## src/hdl/cascaded_position_velocity_pi_core_defines.svh

```systemverilog
`ifndef CASCADED_POSITION_VELOCITY_PI_CORE_DEFINES_SVH
`define CASCADED_POSITION_VELOCITY_PI_CORE_DEFINES_SVH

`ifndef SYNTH
`define CPVP_ASSERT(lbl, clk, rst_n, prop) \
    lbl: assert property (@(posedge clk) disable iff (!rst_n) prop) \
        else $error("cpvp assertion failed");
`define CPVP_ASSERT_ALWAYS(lbl, clk, prop) \
    lbl: assert property (@(posedge clk) prop) \
        else $error("cpvp assertion failed");
`else
`define CPVP_ASSERT(lbl, clk, rst_n, prop)
`define CPVP_ASSERT_ALWAYS(lbl, clk, prop)
`endif

`endif

```

## src/hdl/cpvp_pkg.sv

```systemverilog
package cpvp_pkg;

    localparam int CPVP_AXES = 2;

    localparam int DATA_W  = 32;
    localparam int LIM_W   = 31;
    localparam int ERR_W   = DATA_W + 1;
    localparam int PROD_W  = 2 * ERR_W;
    localparam int FRAC_W  = 16;
    localparam int SHR_W   = PROD_W - FRAC_W;
    localparam int ACC_W   = SHR_W + 1;
    localparam int CFG_AW  = 3;
    localparam int STEP_W  = 4;
    localparam int UC_LAST = 9;

    typedef enum logic [CFG_AW-1:0] {
        CFG_COEF_A        = 3'd0,
        CFG_COEF_B        = 3'd1,
        CFG_COEF_C        = 3'd2,
        CFG_COEF_D        = 3'd3,
        CFG_POS_GAIN      = 3'd4,
        CFG_SPEED_LIMIT   = 3'd5,
        CFG_CURRENT_LIMIT = 3'd6
    } t_cfg_reg;

    typedef struct packed {
        logic signed [DATA_W-1:0] coef_a;
        logic signed [DATA_W-1:0] coef_b;
        logic signed [DATA_W-1:0] coef_c;
        logic signed [DATA_W-1:0] coef_d;
        logic signed [DATA_W-1:0] pos_gain;
        logic [LIM_W-1:0]         speed_limit;
        logic [LIM_W-1:0]         current_limit;
    } t_cfg;

    localparam t_cfg CFG_RST = '{
        coef_a:        32'sd65536,
        coef_b:        '0,
        coef_c:        '0,
        coef_d:        '0,
        pos_gain:      '0,
        speed_limit:   '1,
        current_limit: '1
    };

    typedef enum logic [2:0] {
        MA_COEF_A,
        MA_COEF_B,
        MA_COEF_C,
        MA_COEF_D,
        MA_POS_GAIN
    } t_mul_a;

    typedef enum logic [1:0] {
        MB_X,
        MB_ERR,
        MB_PERR
    } t_mul_b;

    typedef enum logic [1:0] {
        ACC_HOLD,
        ACC_LOAD,
        ACC_ADD
    } t_acc_op;

    typedef enum logic [2:0] {
        ACT_NONE,
        ACT_LOAD_CMD,
        ACT_VREF_PROD,
        ACT_CLAMP_V,
        ACT_ERR,
        ACT_CLAMP_I,
        ACT_STORE
    } t_act;

    typedef enum logic [1:0] {
        JMP_NEXT,
        JMP_IF_VEL,
        JMP_END
    } t_jmp;

    typedef enum logic {
        SQ_IDLE,
        SQ_RUN
    } t_seq_state;

    typedef struct packed {
        t_mul_a             mul_a;
        t_mul_b             mul_b;
        logic               mul_en;
        t_acc_op            acc_op;
        t_act               act;
        t_jmp               jmp;
        logic [STEP_W-1:0]  target;
    } t_uword;

    typedef struct packed {
        logic vel_mode;
        logic out_full;
    } t_seq_stat;

    typedef struct packed {
        logic              valid;
        logic [DATA_W-1:0] current;
        logic              speed_hit;
        logic              current_hit;
    } t_result;

    localparam t_uword UW_NOP = '{
        mul_a:  MA_COEF_A,
        mul_b:  MB_X,
        mul_en: 1'b0,
        acc_op: ACC_HOLD,
        act:    ACT_NONE,
        jmp:    JMP_NEXT,
        target: '0
    };

    // control program, one word per step
    function automatic t_uword cpvp_rom(input logic [STEP_W-1:0] step);
        t_uword uw;
        uw = UW_NOP;
        unique case (step)
            STEP_W'(0): begin
                uw.act    = ACT_LOAD_CMD;
                uw.jmp    = JMP_IF_VEL;
                uw.target = STEP_W'(3);
            end
            STEP_W'(1): begin
                uw.mul_a  = MA_POS_GAIN;
                uw.mul_b  = MB_PERR;
                uw.mul_en = 1'b1;
            end
            STEP_W'(2): begin
                uw.act = ACT_VREF_PROD;
            end
            STEP_W'(3): begin
                uw.act = ACT_CLAMP_V;
            end
            STEP_W'(4): begin
                uw.act    = ACT_ERR;
                uw.mul_a  = MA_COEF_C;
                uw.mul_b  = MB_X;
                uw.mul_en = 1'b1;
            end
            STEP_W'(5): begin
                uw.mul_a  = MA_COEF_D;
                uw.mul_b  = MB_ERR;
                uw.mul_en = 1'b1;
                uw.acc_op = ACC_LOAD;
            end
            STEP_W'(6): begin
                uw.mul_a  = MA_COEF_A;
                uw.mul_b  = MB_X;
                uw.mul_en = 1'b1;
                uw.acc_op = ACC_ADD;
            end
            STEP_W'(7): begin
                uw.mul_a  = MA_COEF_B;
                uw.mul_b  = MB_ERR;
                uw.mul_en = 1'b1;
                uw.acc_op = ACC_LOAD;
                uw.act    = ACT_CLAMP_I;
            end
            STEP_W'(8): begin
                uw.acc_op = ACC_ADD;
            end
            STEP_W'(UC_LAST): begin
                uw.act = ACT_STORE;
                uw.jmp = JMP_END;
            end
            default: begin
                uw = UW_NOP;
            end
        endcase
        return uw;
    endfunction

endpackage

```

## src/hdl/cascaded_position_velocity_pi_core.sv

```systemverilog
// cascaded position / velocity pi core, two axes sharing one coefficient set
// input words on s_*: tuser selects request type and axis, tdata carries the
// command and the measured position and velocity. a position request runs the
// proportional position loop first; a velocity request uses the command as is.
// result words on m_*: clamped current command in tdata, clamp flags in tuser.
// coefficients and limits are to be written through i_cfg_* by the user only
// while the core is idle; the block itself does not enforce this.
// s_tready rises in the same cycle as m_tvalid, so a new word is taken only
// after the last one is finished. the core uses a single shared 33x33
// multiplier: up to five products per word, stepped by the control program
// one step per cycle except while the final store step holds.
// a finished result waits in the output register; the next word is accepted
// and computed meanwhile, and only the final store step holds while m_tready
// is low and the output register is still full.
// reset (synchronous, active low) clears both axis states, restores the
// register defaults and empties the output register.
`include "cascaded_position_velocity_pi_core_defines.svh"

module cascaded_position_velocity_pi_core
    import cpvp_pkg::*;
#(
    parameter int AXES = CPVP_AXES
) (
    input  logic              i_clk,
    input  logic              i_rst_n,
    input  logic              s_tvalid,
    output logic              s_tready,
    input  logic [95:0]       s_tdata,   // command, measured_position, measured_velocity
    input  logic [1:0]        s_tuser,   // req_type, axis
    output logic              m_tvalid,
    input  logic              m_tready,
    output logic [31:0]       m_tdata,   // current_command
    output logic [1:0]        m_tuser,   // speed_clamped, current_clamped
    input  logic              i_cfg_wen,
    input  logic [CFG_AW-1:0] i_cfg_index,
    input  logic [DATA_W-1:0] i_cfg_wdata
);

    t_cfg              r_cfg;
    logic              r_m_valid;
    logic [DATA_W-1:0] r_m_data;
    logic [1:0]        r_m_user;

    t_uword    uw;
    t_seq_stat stat;
    t_result   res;
    logic      idle;
    logic      vel_mode;
    logic      s_accept;

    assign s_tready = idle;
    assign s_accept = s_tvalid && idle;

    assign stat.vel_mode = vel_mode;
    assign stat.out_full = r_m_valid && !m_tready;

    always_ff @(posedge i_clk) begin
        if (!i_rst_n) begin
            r_cfg <= CFG_RST;
        end else if (i_cfg_wen) begin
            unique case (i_cfg_index)
                CFG_COEF_A:        r_cfg.coef_a        <= i_cfg_wdata;
                CFG_COEF_B:        r_cfg.coef_b        <= i_cfg_wdata;
                CFG_COEF_C:        r_cfg.coef_c        <= i_cfg_wdata;
                CFG_COEF_D:        r_cfg.coef_d        <= i_cfg_wdata;
                CFG_POS_GAIN:      r_cfg.pos_gain      <= i_cfg_wdata;
                CFG_SPEED_LIMIT:   r_cfg.speed_limit   <= i_cfg_wdata[LIM_W-1:0];
                CFG_CURRENT_LIMIT: r_cfg.current_limit <= i_cfg_wdata[LIM_W-1:0];
                default: begin
                end
            endcase
        end
    end

    cpvp_useq u_useq (
        .i_clk   (i_clk),
        .i_rst_n (i_rst_n),
        .i_start (s_accept),
        .i_stat  (stat),
        .o_uw    (uw),
        .o_idle  (idle)
    );

    cpvp_dp #(
        .AXES (AXES)
    ) u_dp (
        .i_clk               (i_clk),
        .i_rst_n             (i_rst_n),
        .i_uw                (uw),
        .i_cfg               (r_cfg),
        .i_load              (s_accept),
        .i_req_type          (s_tuser[0]),
        .i_axis              (s_tuser[1]),
        .i_command           (s_tdata[31:0]),
        .i_measured_position (s_tdata[63:32]),
        .i_measured_velocity (s_tdata[95:64]),
        .o_vel_mode          (vel_mode),
        .o_res               (res)
    );

    // output register
    always_ff @(posedge i_clk) begin
        if (!i_rst_n) begin
            r_m_valid <= 1'b0;
        end else if (res.valid) begin
            r_m_valid <= 1'b1;
        end else if (m_tready) begin
            r_m_valid <= 1'b0;
        end
    end

    always_ff @(posedge i_clk) begin
        if (res.valid) begin
            r_m_data <= res.current;
            r_m_user <= {res.current_hit, res.speed_hit};
        end
    end

    assign m_tvalid = r_m_valid;
    assign m_tdata  = r_m_data;
    assign m_tuser  = r_m_user;

    `CPVP_ASSERT(a_no_result_overrun, i_clk, i_rst_n, res.valid |-> !(r_m_valid && !m_tready))
    `CPVP_ASSERT(a_busy_after_accept, i_clk, i_rst_n, s_accept |=> !s_tready)
    `CPVP_ASSERT(a_result_held, i_clk, i_rst_n, (m_tvalid && !m_tready) |=> m_tvalid)

endmodule

```

## src/hdl/cpvp_useq.sv

```systemverilog
`include "cascaded_position_velocity_pi_core_defines.svh"

module cpvp_useq
    import cpvp_pkg::*;
(
    input  logic      i_clk,
    input  logic      i_rst_n,
    input  logic      i_start,
    input  t_seq_stat i_stat,
    output t_uword    o_uw,
    output logic      o_idle
);

    t_seq_state        r_state, n_state;
    logic [STEP_W-1:0] r_step, n_step;
    t_uword            uw_raw;
    logic              stall;

    always_ff @(posedge i_clk) begin
        if (!i_rst_n) begin
            r_state <= SQ_IDLE;
            r_step  <= '0;
        end else begin
            r_state <= n_state;
            r_step  <= n_step;
        end
    end

    always_comb begin
        uw_raw  = cpvp_rom(r_step);
        stall   = (uw_raw.jmp == JMP_END) && i_stat.out_full;
        n_state = r_state;
        n_step  = r_step;
        o_uw    = UW_NOP;
        unique case (r_state)
            SQ_IDLE: begin
                if (i_start) begin
                    n_state = SQ_RUN;
                    n_step  = '0;
                end
            end
            SQ_RUN: begin
                o_uw = stall ? UW_NOP : uw_raw;
                unique case (uw_raw.jmp)
                    JMP_NEXT: begin
                        n_step = r_step + STEP_W'(1);
                    end
                    JMP_IF_VEL: begin
                        n_step = i_stat.vel_mode ? uw_raw.target : r_step + STEP_W'(1);
                    end
                    JMP_END: begin
                        if (!stall) begin
                            n_state = SQ_IDLE;
                            n_step  = '0;
                        end
                    end
                    default: begin
                        n_step = r_step + STEP_W'(1);
                    end
                endcase
            end
            default: begin
                n_state = SQ_IDLE;
                n_step  = '0;
            end
        endcase
    end

    assign o_idle = (r_state == SQ_IDLE);

    `CPVP_ASSERT(a_idle_step_zero, i_clk, i_rst_n, (r_state == SQ_IDLE) |-> (r_step == '0))
    `CPVP_ASSERT(a_step_in_program, i_clk, i_rst_n, r_step <= STEP_W'(UC_LAST))
    `CPVP_ASSERT(a_start_when_idle, i_clk, i_rst_n, i_start |-> (r_state == SQ_IDLE))

endmodule

```

## src/hdl/cpvp_dp.sv

```systemverilog
module cpvp_dp
    import cpvp_pkg::*;
#(
    parameter int AXES = CPVP_AXES
) (
    input  logic                     i_clk,
    input  logic                     i_rst_n,
    input  t_uword                   i_uw,
    input  t_cfg                     i_cfg,
    input  logic                     i_load,
    input  logic                     i_req_type,
    input  logic                     i_axis,
    input  logic signed [DATA_W-1:0] i_command,
    input  logic signed [DATA_W-1:0] i_measured_position,
    input  logic signed [DATA_W-1:0] i_measured_velocity,
    output logic                     o_vel_mode,
    output t_result                  o_res
);

    localparam int AX_W = (AXES > 1) ? $clog2(AXES) : 1;
    localparam logic signed [ACC_W-1:0] S32_MAX = ACC_W'($signed(32'h7fff_ffff));
    localparam logic signed [ACC_W-1:0] S32_MIN = ACC_W'($signed(32'h8000_0000));

    function automatic logic [DATA_W-1:0] sat32(input logic signed [ACC_W-1:0] v);
        logic [DATA_W-1:0] r;
        if (v > S32_MAX) begin
            r = S32_MAX[DATA_W-1:0];
        end else if (v < S32_MIN) begin
            r = S32_MIN[DATA_W-1:0];
        end else begin
            r = v[DATA_W-1:0];
        end
        return r;
    endfunction

    // {hit, value}
    function automatic logic [DATA_W:0] clamp_sym(input logic signed [ACC_W-1:0] v,
                                                   input logic [LIM_W-1:0] lim);
        logic signed [ACC_W-1:0] l;
        logic signed [ACC_W-1:0] nl;
        logic [DATA_W:0]         r;
        l  = $signed({{(ACC_W-LIM_W){1'b0}}, lim});
        nl = -l;
        if (v > l) begin
            r = {1'b1, l[DATA_W-1:0]};
        end else if (v < nl) begin
            r = {1'b1, nl[DATA_W-1:0]};
        end else begin
            r = {1'b0, v[DATA_W-1:0]};
        end
        return r;
    endfunction

    logic                     r_req, n_req;
    logic [AX_W-1:0]          r_axis, n_axis;
    logic signed [DATA_W-1:0] r_cmd, n_cmd;
    logic signed [DATA_W-1:0] r_pos, n_pos;
    logic signed [DATA_W-1:0] r_vel, n_vel;
    logic signed [DATA_W-1:0] r_perr, n_perr;
    logic signed [SHR_W-1:0]  r_vref, n_vref;
    logic signed [ERR_W-1:0]  r_err, n_err;
    logic signed [PROD_W-1:0] r_prod, n_prod;
    logic signed [ACC_W-1:0]  r_acc, n_acc;
    logic [DATA_W-1:0]        r_cur, n_cur;
    logic                     r_spd_hit, n_spd_hit;
    logic                     r_cur_hit, n_cur_hit;
    logic signed [DATA_W-1:0] r_state [AXES];

    logic signed [DATA_W-1:0] x;
    logic signed [ERR_W-1:0]  mul_a;
    logic signed [ERR_W-1:0]  mul_b;
    logic signed [PROD_W-1:0] prod;
    logic signed [SHR_W-1:0]  p_shr;
    logic signed [ERR_W-1:0]  diff;
    logic [DATA_W:0]          clamp_v;
    logic [DATA_W:0]          clamp_i;

    assign x     = r_state[r_axis];
    assign p_shr = r_prod[PROD_W-1:FRAC_W];
    assign diff  = ERR_W'(r_cmd) - ERR_W'(r_pos);
    assign prod  = mul_a * mul_b;

    assign clamp_v = clamp_sym(ACC_W'(r_vref), i_cfg.speed_limit);
    assign clamp_i = clamp_sym(r_acc, i_cfg.current_limit);

    always_comb begin
        unique case (i_uw.mul_a)
            MA_COEF_A:   mul_a = ERR_W'(i_cfg.coef_a);
            MA_COEF_B:   mul_a = ERR_W'(i_cfg.coef_b);
            MA_COEF_C:   mul_a = ERR_W'(i_cfg.coef_c);
            MA_COEF_D:   mul_a = ERR_W'(i_cfg.coef_d);
            MA_POS_GAIN: mul_a = ERR_W'(i_cfg.pos_gain);
            default:     mul_a = '0;
        endcase
        unique case (i_uw.mul_b)
            MB_X:    mul_b = ERR_W'(x);
            MB_ERR:  mul_b = r_err;
            MB_PERR: mul_b = ERR_W'(r_perr);
            default: mul_b = '0;
        endcase
    end

    always_comb begin
        n_req     = r_req;
        n_axis    = r_axis;
        n_cmd     = r_cmd;
        n_pos     = r_pos;
        n_vel     = r_vel;
        n_perr    = r_perr;
        n_vref    = r_vref;
        n_err     = r_err;
        n_prod    = r_prod;
        n_acc     = r_acc;
        n_cur     = r_cur;
        n_spd_hit = r_spd_hit;
        n_cur_hit = r_cur_hit;

        if (i_load) begin
            n_req  = i_req_type;
            n_axis = (AXES > 1) ? AX_W'(i_axis) : '0;
            n_cmd  = i_command;
            n_pos  = i_measured_position;
            n_vel  = i_measured_velocity;
        end

        if (i_uw.mul_en) begin
            n_prod = prod;
        end

        case (i_uw.acc_op)
            ACC_LOAD: n_acc = ACC_W'(p_shr);
            ACC_ADD:  n_acc = r_acc + ACC_W'(p_shr);
            default:  n_acc = r_acc;
        endcase

        unique case (i_uw.act)
            ACT_LOAD_CMD: begin
                n_perr = sat32(ACC_W'(diff));
                n_vref = SHR_W'(r_cmd);
            end
            ACT_VREF_PROD: begin
                n_vref = p_shr;
            end
            ACT_CLAMP_V: begin
                n_spd_hit = clamp_v[DATA_W];
                n_vref    = SHR_W'($signed(clamp_v[DATA_W-1:0]));
            end
            ACT_ERR: begin
                n_err = ERR_W'($signed(r_vref[DATA_W-1:0])) - ERR_W'(r_vel);
            end
            ACT_CLAMP_I: begin
                n_cur_hit = clamp_i[DATA_W];
                n_cur     = clamp_i[DATA_W-1:0];
            end
            default: begin
            end
        endcase
    end

    always_ff @(posedge i_clk) begin
        r_req     <= n_req;
        r_axis    <= n_axis;
        r_cmd     <= n_cmd;
        r_pos     <= n_pos;
        r_vel     <= n_vel;
        r_perr    <= n_perr;
        r_vref    <= n_vref;
        r_err     <= n_err;
        r_prod    <= n_prod;
        r_acc     <= n_acc;
        r_cur     <= n_cur;
        r_spd_hit <= n_spd_hit;
        r_cur_hit <= n_cur_hit;
    end

    // per-axis loop state
    always_ff @(posedge i_clk) begin
        if (!i_rst_n) begin
            for (int i = 0; i < AXES; i++) begin
                r_state[i] <= '0;
            end
        end else if (i_uw.act == ACT_STORE) begin
            r_state[r_axis] <= sat32(r_acc);
        end
    end

    assign o_vel_mode        = !r_req;
    assign o_res.valid       = (i_uw.act == ACT_STORE);
    assign o_res.current     = r_cur;
    assign o_res.speed_hit   = r_spd_hit;
    assign o_res.current_hit = r_cur_hit;

endmodule

```

## config.mk

```make
export PLATFORM = sky130hd
export DESIGN_NAME = cascaded_position_velocity_pi_core
export DESIGN_NICKNAME = d
export VERILOG_FILES = /design/src/hdl/cpvp_pkg.sv /design/src/hdl/cascaded_position_velocity_pi_core.sv /design/src/hdl/cpvp_useq.sv /design/src/hdl/cpvp_dp.sv
export VERILOG_INCLUDE_DIRS = /design/src /design/src/hdl
export SDC_FILE = /design/constraint.sdc
export NUM_CORES = 2
export LEC_CHECK = 0
export ABC_CLOCK_PERIOD_IN_PS = 12400
export BUFFER_PORTS_ARGS = -buffer_cell sky130_fd_sc_hd__clkbuf_2
export CAP_MARGIN = 20
export CORE_UTILIZATION = 60
export CTS_CLUSTER_DIAMETER = 200
export DETAILED_ROUTE_END_ITERATION = 6
export PLACE_DENSITY = 0.77
export SKIP_CTS_REPAIR_TIMING = 1
export SYNTH_ARGS = -nofsm -noshare
export SYNTH_HDL_FRONTEND = slang
export SYNTH_SLANG_ARGS = --single-unit
```

## constraint.sdc

```tcl
create_clock -name i_clk -period 12.4 [get_ports i_clk]
set_clock_uncertainty 0.1 [all_clocks]
set_input_delay 1.86 -clock i_clk [delete_from_list [all_inputs] [get_ports i_clk]]
set_output_delay 1.86 -clock i_clk [all_outputs]
set_load 0.02 [all_outputs]
```

Yosys cells after proc, flatten, opt, wreduce, memory -nomap -nowiden

Memory sizes are Yosys's and may differ from the RTL's. A register that Yosys moved wholly into a read port is not among the register bits.
Index checks and enable logic that the tools add are counted.

Add/sub/neg operators: 6
$mul: 1
Magnitude comparators: 8
Equality and inequality tests: 34
Muxes and demuxes: 39
Bitwise operators: 1
Reduce and logical (&&, ||, !) cells: 23

Operators with widths:

| operator             | count |
|---|---|
| $mux 32              | 7 |
| $pmux 33 s5          | 1 |
| $pmux 50 s3          | 1 |
| $neg 31->51          | 2 |
| $pmux 51 s2          | 1 |
| $pmux 33 s3          | 1 |
| $mul 33x33->66       | 1 |
| $mux 33              | 2 |
| $sub 32x32->33       | 2 |
| $add 51x50->51       | 1 |
| $gt 51x32->1         | 1 |
| $gt 51x32->1 const B | 1 |
| $lt 50x51->1         | 1 |
| $lt 51x32->1 const B | 1 |
| $lt 51x51->1         | 1 |
| $gt 50x32->1         | 1 |
| $mux 17              | 2 |
| $gt 33x32->1 const B | 1 |
| $lt 33x32->1 const B | 1 |
| $reduce_or 32->1     | 1 |
| $mux 31              | 1 |
| $pmux 6 s5           | 1 |
| $eq 3x3->1 const B   | 7 |
| $eq 3x2->1 const B   | 6 |
| other kinds (28)     | 67 |

Bits in registers: 626
Bits in writable memories: 64
Input bits: 138
Output and inout port bits: 36
Memories: 1

Memories:

| memory       | words | bits a word | read ports | clocked after memory_dff | write ports | RTL line      | text |
|---|---|---|---|---|---|---|---|
| u_dp.r_state | 2     | 32          | 1          | 1                        | 2           | cpvp_dp.sv:67 | `logic signed [DATA_W-1:0] r_state [AXES];` |

Logic depth before layout (Yosys ltp)

Word-level depth: 12
Depth in mapped cells: 45

Hierarchy

From an unflattened synthesis, not the netlist that was laid out.

Cells, all modules: 7,849
Area, all modules: 75,412.3 µm²

By module, submodules not included:

| module                             | times used | cells each | area each (µm²) |
|---|---|---|---|
| cpvp_dp                            | 1          | 6,935      | 65,407.7 |
| cascaded_position_velocity_pi_core | 1          | 836        | 9,414.0 |
| cpvp_useq                          | 1          | 78         | 590.6 |

Least setup slack after synthesis

No wires, ideal clock.

Kind: input port to flip-flop
Start point: input port m_tready
End point: register u_dp.r_prod[64] (data pin)
Library setup time: 258 ps
Data arrival time: 11,188 ps
Data required time: 12,042 ps
Setup slack: 854 ps
Stages on the path: 28
Cell sequence: nand3b_1 -> nand2_1 -> nor3_1 -> clkbuf_1 -> a221o_1 -> clkbuf_1 -> nand2_1 -> fa_1 -> inv_1 -> fa_1 -> fa_1 -> fa_1 -> fa_1 -> fa_1 -> fa_1 -> inv_1 -> fa_1 -> inv_1 -> ha_1 -> clkbuf_1 -> a21o_1 -> o31a_1 -> nor2_1 -> a31oi_4 -> a311o_1 -> a221o_1 -> a21oi_1 -> xnor2_1

Cells in the longest elaborated chain, start to end: 8
Elaborated cells on any way between the ends: 16
Those cells by class: mul (1); eq/ne (6); mux (4); reduce/logical (5)

RTL lines:

| what                                       | RTL line                                 | text |
|---|---|---|
| start: declaration                         | cascaded_position_velocity_pi_core.sv:31 | `input logic m_tready,` |
| $logic_not 1->1 *                          | cascaded_position_velocity_pi_core.sv:55 | `assign stat.out_full = r_m_valid && !m_tready;` |
| $logic_and 1x1->1 *                        | cascaded_position_velocity_pi_core.sv:55 |  |
| $logic_and 1x1->1 *                        | cpvp_useq.sv:31                          | `stall = (uw_raw.jmp == JMP_END) && i_stat.out_full;` |
| $mux 17 *                                  | cpvp_useq.sv:43                          | `o_uw = stall ? UW_NOP : uw_raw;` |
| $mux 17 *                                  | cpvp_useq.sv:35                          | `unique case (r_state)` |
| $eq 3x3->1, or another cell as far along   | cpvp_dp.sv:87                            | `unique case (i_uw.mul_a)` |
| $pmux 33 s5 or $pmux 33 s3 (tied branches) | cpvp_dp.sv:87, cpvp_dp.sv:95             |  |
| $mul 33x33->66 *                           | cpvp_dp.sv:81                            | `assign prod = mul_a * mul_b;` |
| net u_dp.prod[64]                          | cpvp_dp.sv:72                            | `logic signed [PROD_W-1:0] prod;` |
| end signal: assignment                     | cpvp_dp.sv:169                           | `r_prod <= n_prod;` |
| end: declaration                           | cpvp_dp.sv:62                            | `logic signed [PROD_W-1:0] r_prod, n_prod;` |

The timed path passes the listed nets; every way through them passes the cells marked *.
A chain may end at the register's enable or synchronous reset.

Worst setup path in the final report

Start point: input port m_tready
End point: register u_dp.r_prod[55] (data pin)

Same word-level chain as after synthesis.

==> results_dict.tcl <==
set metrics [dict create \
    die_y_um 354 \
    worstMarginPinSlew_ns 1.17 \
    ios 174 \
    path_common_cell "fa_1" \
    cts_num_sinks 675 \
    cts-htree-levels 3 \
    synth_enable_flop_cells 446 \
    path_depth 35 \
    avgSynthCellArea_um2 9.44 \
    grt_pass1_vias 61700 \
    drive_gt1_share_pct 10.1 \
    cp.buffers_inverters 10 \
    yosysMostFrequentCell "inv_1" \
    fp.dieW_um 354 \
    synth_top_area_share_pct 30.2 \
    numCtsBuffers 73 \
    grt_util_all_layers_pct 41.3 \
    leakagePower_nw 38.8 \
    yosys.area.top_type "fa_1" \
    synth_nets 9650 \
    num_rows 128 \
    startpoint "m_tready" \
    antenna_found_initial 8 \
    maxCapViolCount 0 \
    slew_violations 0 \
    ys_ff_latch 675 \
    critPathKind "in2reg" \
    slowest_stage "a221o_1" \
    vias 60600 \
    max_freq_ghz 0.0837 \
    synthFlopType "edfxtp_1" \
    reg2reg_depth 39 \
    start_util_pct 60.8 \
    fill_cells 9623 \
    clockBufferDepth 3 \
    rsz0062_at_grt "false" \
    hold_start "u_dp.r_cur[28]$_DFFE_PN_" \
    ys_types 86 \
    setup_viol 0 \
    synth_common_cells "inv_1, nand2_1, fa_1, nor2_1, ha_1" \
    power_per_cell_area_nw_per_um2 103 \
    min_period_ns 11.95 \
    ys_seq_area_share_pct 24.1 \
    cpLargestDelayFamily "adder cells" \
    dieArea_um2 126000 \
    grt_pass1_wl_mm 383 \
    clock_latency_ns 0.67 \
    fin_util_pct 67.1 \
    hold_path_depth 0 \
    tritoncts "done" \
    syn_inst 7891 \
    path_max_fanout 31 \
    drc 0 \
    dp_hpwl_mm 205 \
    final.setup.tns_ns 0 \
    grt_max_degree 94 \
    globalplace.congestion 1.05 \
    post-place-ws_ns 0.0370 \
    peakVddDrop_uv 153 \
    synthToLayoutAreaGrowth_pct 10.3 \
    required_ns 12.69 \
    yosys-top-cells-area "fa_1, edfxtp_1, ha_1, inv_1, dfxtp_1" \
    finalCritPeriodShare_pct 96.4 \
    synth.cell_area_um2 74500 \
    viasPerCell 6.17 \
    routed_wl_mm 256 \
    relSlewSlack_pct 19.8 \
    startpoint_type "input pin" \
    cts.clk_slew.worst_paths_ns 0.07 \
    port_buffers 173 \
    grt_overflow_total 0 \
    nets 9904 \
    dr.pass1.iters 6 \
    ant_nets 0 \
    cp_slowest_stage_delay_ns 0.78 \
    synth-async-reset-ratio_pct 0 \
    worst_slack_ns 0.449 \
    core_area_um2 123000 \
    yosys_warnings 0 \
    cts_root_buffer "clkbuf_16" \
    avgRoutedWirePerCell_um 26.0 \
    hold_viol_final 0 \
    status "complete, no violations" \
    cp.arrival_ns 12.24 \
    hp-class "reg2reg" \
    r2r_start "u_useq.r_step[1]$_SDFFE_PN0P_" \
    drtIter0Drc 7127 \
    critPathCaptureType "flop" \
]
-- layout by cell type, fill, tap and decap left out, types with 32 or more instances in the layout --
cell and instances:
nand2b_1 40, a21o_1 132, a21boi_0 168, clkbuf_2 172
mux2_2 64, nand2_1 1198, edfxtp_1 446, nor2b_1 43
o21ai_0 172, buf_12 37, dfxtp_1 228, nand4_1 72
buf_4 349, a221o_1 36, nor3_1 59, ha_1 496
mux2i_1 91, xor2_1 50, fa_1 1124, o21a_1 32
a21oi_1 245, inv_1 1349, nor2_1 674, clkbuf_16 76
o211ai_1 72, nand3_1 56, xnor2_1 164, a22oi_1 55
-- layer usage --
metal  routed length [µm]  global-route usage [%]  up-vias
met3                32500                    11.7      838
met4                20100                    26.6        2
li1                     -                       -    26000
met1                94200                    53.9    30000
met5                   13                       0        -
met2               109000                    60.5     3824
-- report_power, final --
part / internal [W] / switching (W)
Clock: 0.00129 / 0.000990
Sequential: 0.00257 / 0.0000918
Combinational: 0.00132 / 0.00219
-- flip-flops by register name (all words and copies together) (netlist names), 2 cells and up, named ones only --
register	flops
u_dp.r_prod	50
u_dp.r_cmd	32
u_dp.r_cur	32
u_dp.r_acc	51
u_dp.r_pos	32
m_tdata	32
r_cfg	222
u_dp.r_vref	50
u_dp.r_err	33
u_dp.r_perr	32
u_dp.r_vel	32
m_tuser	2
u_useq.r_step	4
u_dp.r_state	64
-- through the flow --
step	hold WS, ns	total power, W	instance area [µm²]	cells
floorplan	0.300	0.00464	74500	7891
global placement	0.303	0.00604	79600	9693
detailed placement	0.307	0.00603	79600	9693
CTS	0.311	0.00835	82100	9824
global route	0.322	0.00881	82200	9826
finish	0.307	0.00845	82200	9835
-- worst paths after layout --
check / endpoint / slack, ns
min: m_tdata[28]$_DFFE_PP_ / 0.31
max reg2reg: u_dp.r_prod[55]$_DFFE_PP_ / 0.60
min reg2reg: m_tdata[28]$_DFFE_PP_ / 0.31
max: u_dp.r_prod[55]$_DFFE_PP_ / 0.45
-- logic make-up after synthesis --
logic type                 share of synthesized area [%]
DFF                                                 24.1
and+or+nand+nor                                     12.9
xor gates and xnor gates                            2.52
AOI/OAI and AO/OA                                   10.9
buffers and inverters                               8.76
adders and majority gates                           38.6
muxes                                               2.19
-- final cells by class --
class / count / area (µm²) / area share, %
inverters: 1354 / 5080 / 6.19
multi-input cells: 5481 / 50300 / 61.2
flip-flops and latches: 675 / 18000 / 21.9
clock buffers: 95 / 2010 / 2.45
well taps: 1625 / 2030 / 2.47
repair buffers: 560 / 4260 / 5.18
diodes: 9 / 22.5 / 0.0274
clock inverters: 36 / 458 / 0.557
Power figures use the tool's default switching activity.
